### src/rtl/rsps_pkg.sv
// Shared types, constants and tables for the radar sweep pixel shader.
package rsps_pkg;

  localparam int DEF_SCREEN_WIDTH  = 120;
  localparam int DEF_SCREEN_HEIGHT = 60;
  localparam int DEF_SWEEP_STEP    = 209;
  localparam int DEF_ANGLE_BITS    = 16;

  localparam int NUM_BLIPS   = 4;
  localparam int NUM_REGS    = 2 * NUM_BLIPS;
  localparam int LANES       = NUM_BLIPS + 1;
  localparam int CORDIC_STEPS = 24;
  localparam int CW          = 32;
  localparam int ZW          = 34;
  localparam int SCALE_SHIFT = 20;

  localparam logic [NUM_REGS-1:0][7:0] BLIP_INIT = {
    8'd12, 8'hE4, 8'hF0, 8'd6, 8'd10, 8'd24, 8'hF8, 8'hEC
  };

  localparam logic [CORDIC_STEPS-1:0][31:0] ARC_TABLE = {
    32'd81, 32'd163, 32'd326, 32'd652, 32'd1304, 32'd2608,
    32'd5215, 32'd10430, 32'd20861, 32'd41722, 32'd83443, 32'd166886,
    32'd333772, 32'd667544, 32'd1335087, 32'd2670163, 32'd5340245, 32'd10679838,
    32'd21354465, 32'd42667331, 32'd85004756, 32'd167458907, 32'd316933406,
    32'd536870912
  };

  localparam logic [17:0] DISC_LIMIT = 18'd784;
  localparam logic [17:0] RING0_LO = 18'd74;
  localparam logic [17:0] RING0_HI = 18'd88;
  localparam logic [17:0] RING1_LO = 18'd310;
  localparam logic [17:0] RING1_HI = 18'd338;
  localparam logic [17:0] RING2_LO = 18'd708;
  localparam logic [17:0] RING2_HI = 18'd750;

  localparam logic [7:0] GREEN_BASE  = 8'd14;
  localparam logic [7:0] BLUE_BASE   = 8'd22;
  localparam logic [7:0] ALPHA       = 8'd255;
  localparam logic [7:0] RED         = 8'd10;
  localparam logic [7:0] RING_GREEN  = 8'd15;
  localparam logic [7:0] RING_BLUE   = 8'd25;
  localparam logic [7:0] CROSS_GREEN = 8'd10;
  localparam logic [7:0] CROSS_BLUE  = 8'd20;
  localparam logic [7:0] STALE_GREEN = 8'd20;
  localparam logic [7:0] STALE_BLUE  = 8'd30;
  localparam logic [31:0] SWEEP_W_GREEN = 32'd40;
  localparam logic [31:0] SWEEP_W_BLUE  = 32'd65;
  localparam logic [31:0] BLIP_W_GREEN  = 32'd160;
  localparam logic [31:0] BLIP_W_BLUE   = 32'd200;

  typedef struct packed {
    logic xneg;
    logic yneg;
    logic xzero;
    logic yzero;
  } axis_t;

  typedef struct packed {
    logic                 in_disc;
    logic                 ring;
    logic                 on_axis;
    logic [NUM_BLIPS-1:0] hit;
    logic                 last;
  } side_t;

endpackage

### src/rtl/rsps_cell.sv
// One CORDIC vectoring cell: a single rotation step for one vector.
module rsps_cell #(
  parameter int STEP = 0
) (
  input  logic                     clk,
  input  logic                     en,
  input  logic signed [rsps_pkg::CW-1:0] x_in,
  input  logic signed [rsps_pkg::CW-1:0] y_in,
  input  logic signed [rsps_pkg::ZW-1:0] z_in,
  output logic signed [rsps_pkg::CW-1:0] x_out,
  output logic signed [rsps_pkg::CW-1:0] y_out,
  output logic signed [rsps_pkg::ZW-1:0] z_out
);
  import rsps_pkg::*;

  localparam logic signed [ZW-1:0] ARC = signed'(ZW'(ARC_TABLE[STEP]));

  logic signed [CW-1:0] sx;
  logic signed [CW-1:0] sy;

  assign sx = x_in >>> STEP;
  assign sy = y_in >>> STEP;

  always_ff @(posedge clk) begin
    if (en) begin
      if (!y_in[CW-1]) begin
        x_out <= x_in + sy;
        y_out <= y_in - sx;
        z_out <= z_in + ARC;
      end else begin
        x_out <= x_in - sy;
        y_out <= y_in + sx;
        z_out <= z_in - ARC;
      end
    end
  end

endmodule

### config.mk
export PLATFORM = sky130hd
export DESIGN_NAME = rsps_cell
export DESIGN_NICKNAME = d
export VERILOG_FILES = /design/src/rtl/rsps_pkg.sv /design/src/rtl/rsps_cell.sv
export SDC_FILE = /design/constraint.sdc
export NUM_CORES = 1
export LEC_CHECK = 0
export BUFFER_PORTS_ARGS = -buffer_cell sky130_fd_sc_hd__buf_4
export CAP_MARGIN = 20
export CORE_MARGIN = 2
export CORE_UTILIZATION = 57
export CTS_BUF_LIST = sky130_fd_sc_hd__clkbuf_8
export DETAILED_ROUTE_END_ITERATION = 16
export PLACE_DENSITY = 0.91
export SYNTH_ARGS = -nofsm -noshare
export SYNTH_HDL_FRONTEND = slang
export SYNTH_SLANG_ARGS = --single-unit
### constraint.sdc
create_clock -name clk -period 4.1 [get_ports clk]
set_input_delay 0.82 -clock clk [delete_from_list [all_inputs] [get_ports clk]]
set_output_delay 0.82 -clock clk [all_outputs]
set_load 0.05 [all_outputs]
== Yosys cells after proc, flatten, opt, wreduce, memory -nomap -nowiden ==
Index checks and enable logic that the tools add are counted.
Cells by class
  add/subtract/negate cells: 5
  multiplexer cells: 3
Operators by type and width (number)
  32-bit two-way mux: 2
  32-bit subtractor: 2
  34-bit by 31-bit adder with 34-bit output (second input constant): 1
  34-bit two-way mux: 1
  34-bit by 31-bit subtractor with 34-bit output (second input constant): 1
  32-bit adder: 1
Storage, ports and cells
  flip-flop bits (word level): 98
  bits of input ports: 100
  output and inout bits: 98
  logic and storage cells: 11

== Longest topological paths before layout ==
  depth after elaboration: 2
  gate-level depth with buffers: 12
  gate-level depth less buffers: 12

== Worst setup path after synthesis ==
Ideal clock, no wire load.
  kind: input -> register
  from: input port x_in[6] (netlist bit)
  to: register y_out[31] (netlist bit) (data pin)
  arrival time: 3.132 ns
  slack: 0.702 ns
  stages on the path: 11
  cell sequence: inv_1 ha_1 inv_2 a2111oi_4 a21oi_2 o2111ai_2 a31oi_1 a221o_1 a311o_1 o32ai_2 xor2_1
On the way
  cells in the longest elaborated chain, start to end: 2
  elaborated cells between the ends (all ways): 3
  classes of those cells: add/sub: 2; mux: 1
Ends and longest elaborated chain
  start: declaration: RTL line rsps_cell.sv:7  | input logic signed [rsps_pkg::CW-1:0] x_in,
  32-bit subtractor or 32-bit adder (tied branches): RTL line rsps_cell.sv:28, rsps_cell.sv:32
  32-bit two-way mux (*): RTL line rsps_cell.sv:26  | if (!y_in[CW-1]) begin
  end signal: assignment: RTL line rsps_cell.sv:28  | y_out <= y_in - sx;
  end signal: assignment: RTL line rsps_cell.sv:32  | y_out <= y_in + sx;
  end: declaration: RTL line rsps_cell.sv:11  | output logic signed [rsps_pkg::CW-1:0] y_out,
Every way passes the cells marked *; elsewhere a longest branch is shown, timed or not.
A chain may end at the register's enable or synchronous reset.

== Worst setup path after layout ==
  from: input port x_in[0] (netlist bit)
  to: register y_out[28] (netlist bit) (data pin)
The elaborated chain is that of the path after synthesis.

==> impl_metrics.tcl <==
set metrics [dict create \
    vias 7807 \
    drcViolationCount 0 \
    insertedDiodeCount 0 \
    cts_tree "done" \
    whs_endpoint "z_out[6]" \
    period_share 0.9063 \
    viasPerCell 6.066 \
    place_congestion 0.9283 \
    design.die.area_mm2 0.01561 \
    synth_edf_count 97 \
    postRouteAntennaNets 0 \
    synth_area_per_cell_um2 9.215 \
    firstDrtPassIters 5 \
    ff_latch_area_mm2 0.002913 \
    max-clock-path-buffers 2 \
    core_mm2 0.01442 \
    die_x_um 125.0 \
    ys_top_cells_by_area "edfxtp_1 35%, ha_1 16%, xnor2_1 6.2%" \
    required_ns 4.23 \
    fp.dieH_um 125.0 \
    multiInputGateArea_mm2 0.004881 \
    start_util 0.5782 \
    finalSetupViolations 0 \
    clock_sinks 97 \
    cts_setup_buffers 0 \
    ys.flop_type "edfxtp_1" \
    htreeDepth 3 \
    min_path_type "primary input to register" \
    portBuffers 197 \
    async_flop_share 0 \
    grt_pass1_wl_um 37830 \
    max-cap-violations 0 \
    synth.distinct_cells 73 \
    slew_viol_final 0 \
    drt_iter0_markers 903 \
    max_slew_margin 0.4210 \
    grt_pass1_vias 7188 \
    critPathMaxFanout 3 \
    fin_ws_ns 0.3843 \
    synth_top_area_share 0.3493 \
    report.final.hold_viol_count 0 \
    cts_resized 0 \
    drive_gt1_frac 0.2312 \
    cp_top_family "compound AO/OA/AOI/OAI gates" \
    path_common_cell "buf_4" \
    clock.fmax_mhz 269.1 \
    dp_hpwl_um 19180 \
    critPathKind "primary input to register" \
    synth-seq-cells 97 \
    numCtsBuffers 9 \
    status "complete, no violations" \
    grt_overflow 0 \
    ys_seq_area_frac 0.3493 \
    crit_start "x_in[0]" \
    worst_pin_slew_ns 0.8685 \
    worst_hold_path.num_cells 1 \
    rsz0062_at_grt "false" \
    synth_fp_nets 1112 \
    tns_ns 0 \
    crit_path_cell_trace "buf_4 > ha_1 > fa_1 > nor2b_1 > o21ai_0 > a31oi_1 > o211ai_1 > a2111oi_0 > buf_4 > o41ai_1 > nand2b_1 > o32ai_1 > xnor2_1" \
    n_fill_cell 1139 \
    wirelength_um 24130 \
    final_cell_mix "223 x buf_4, 104 x ha_1, 101 x a21oi_1, 97 x edfxtp_1, 96 x inv_1" \
    clk_pin_slew_ns 0.11 \
    wl_per_cell_um 18.75 \
    start_kind "primary input" \
    leakage_nw 4.681 \
    root_buffer "clkbuf_8" \
    total_power_mw 3.661 \
    pre_cts_slack_ns 0.07392 \
    grt_max_degree 79 \
    num_rows 44 \
    antenna_found_initial 0 \
    hold_start "z_in[6]" \
    arrival_ns 3.85 \
    cts_hold_buffers 0 \
    final_common_cell "buf_4" \
    powerDensity_mw_per_mm2 356.8 \
    irDropWorstVdd_mv 0.1830 \
    cpMaxStageDelayCell "o41ai_1" \
    post-route-min-period_ns 3.716 \
    synth_warnings 0 \
    fin_nets 1305 \
    netlist_instances 905 \
    worst-path-buf-inv 2 \
    pin_count 198 \
    critPathMaxStageDelay_ns 0.47 \
    synthesis.area_mm2 0.008339 \
    synth_top_cell_by_area "edfxtp_1" \
    endpoint_kind "register" \
    gr-usage-all-layers 0.2987 \
    area_growth_pct 23.05 \
]
worst max-delay path by stage:
stage                     depth (start not counted)   endpoint
after floorplan                                  11  y_out[31]
after global placement                           13  y_out[26]
after detailed placement                         13  y_out[26]
after CTS                                        13  y_out[26]
after global routing                             13  y_out[28]
final                                            13  y_out[28]
Yosys cell counts, types with 6 or more instances:
cell	instances
a211oi_1	11
a21o_1	18
a21oi_1	101
a31oi_1	6
buf_1	11
clkbuf_1	24
edfxtp_1	97
ha_1	104
inv_1	96
mux2i_1	13
nand2_1	43
nand2b_1	10
nand3_1	10
nand4_1	13
nor2_1	64
nor2b_1	13
nor3_1	13
o21a_1	7
o21ai_0	50
o21bai_1	16
o22ai_1	7
o31ai_1	11
xnor2_1	59
xor2_1	6
where the power goes:
group          total (mW)  switching, mW  internal [mW]
Clock               0.609          0.377          0.233
Combinational        1.72           1.14          0.580
Sequential           1.33         0.0551           1.28
Total                3.66           1.57           2.09
sequential cells by signal, indices dropped and copies added, names as in the netlist:
signal and flops:
x_out 31, y_out 32, z_out 34
cells by family after synthesis:
logic type | after synthesis | synth area share
muxes | 14 | 0.01695
xor gates and xnor gates | 65 | 0.06827
and+or+nand+nor | 198 | 0.1161
DFF | 97 | 0.3493
buffers and inverters | 142 | 0.06542
AOI/OAI and AO/OA | 282 | 0.2207
adders and majority gates | 107 | 0.1632
routing by layer:
metal  wire length [um]  GRT usage  share of wire  vias up
met4                468    0.06797          0.019        0
met5                  0          0              0        -
met1              10160     0.4148           0.42     3635
li1                   -          -              -     3628
met3               2249    0.05434          0.093       49
met2              11260     0.4924           0.47      495
cell type report:
type,instances,share of cell area
inverter,101,0.03695
timing repair buffer,223,0.1632
sequential,97,0.2839
clock buffer,9,0.01207
multi-input combinational,666,0.4757
tap,184,0.02244
clock inverter,7,0.005853
stage by stage:
step | util | instances | instance area, um^2 | hold WS [ns]
floorplan | - | 905 | 8339 | 0.9189
detailed placement | 0.6986 | 1271 | 10080 | 0.9995
CTS | 0.7114 | 1287 | 10260 | 0.5996
finish | 0.7114 | 1287 | 10260 | 0.6046
global route | 0.7114 | 1287 | 10260 | 0.5764
global placement | 0.6986 | 1271 | 10080 | 0.9981
(Power assumes the default switching activity.)
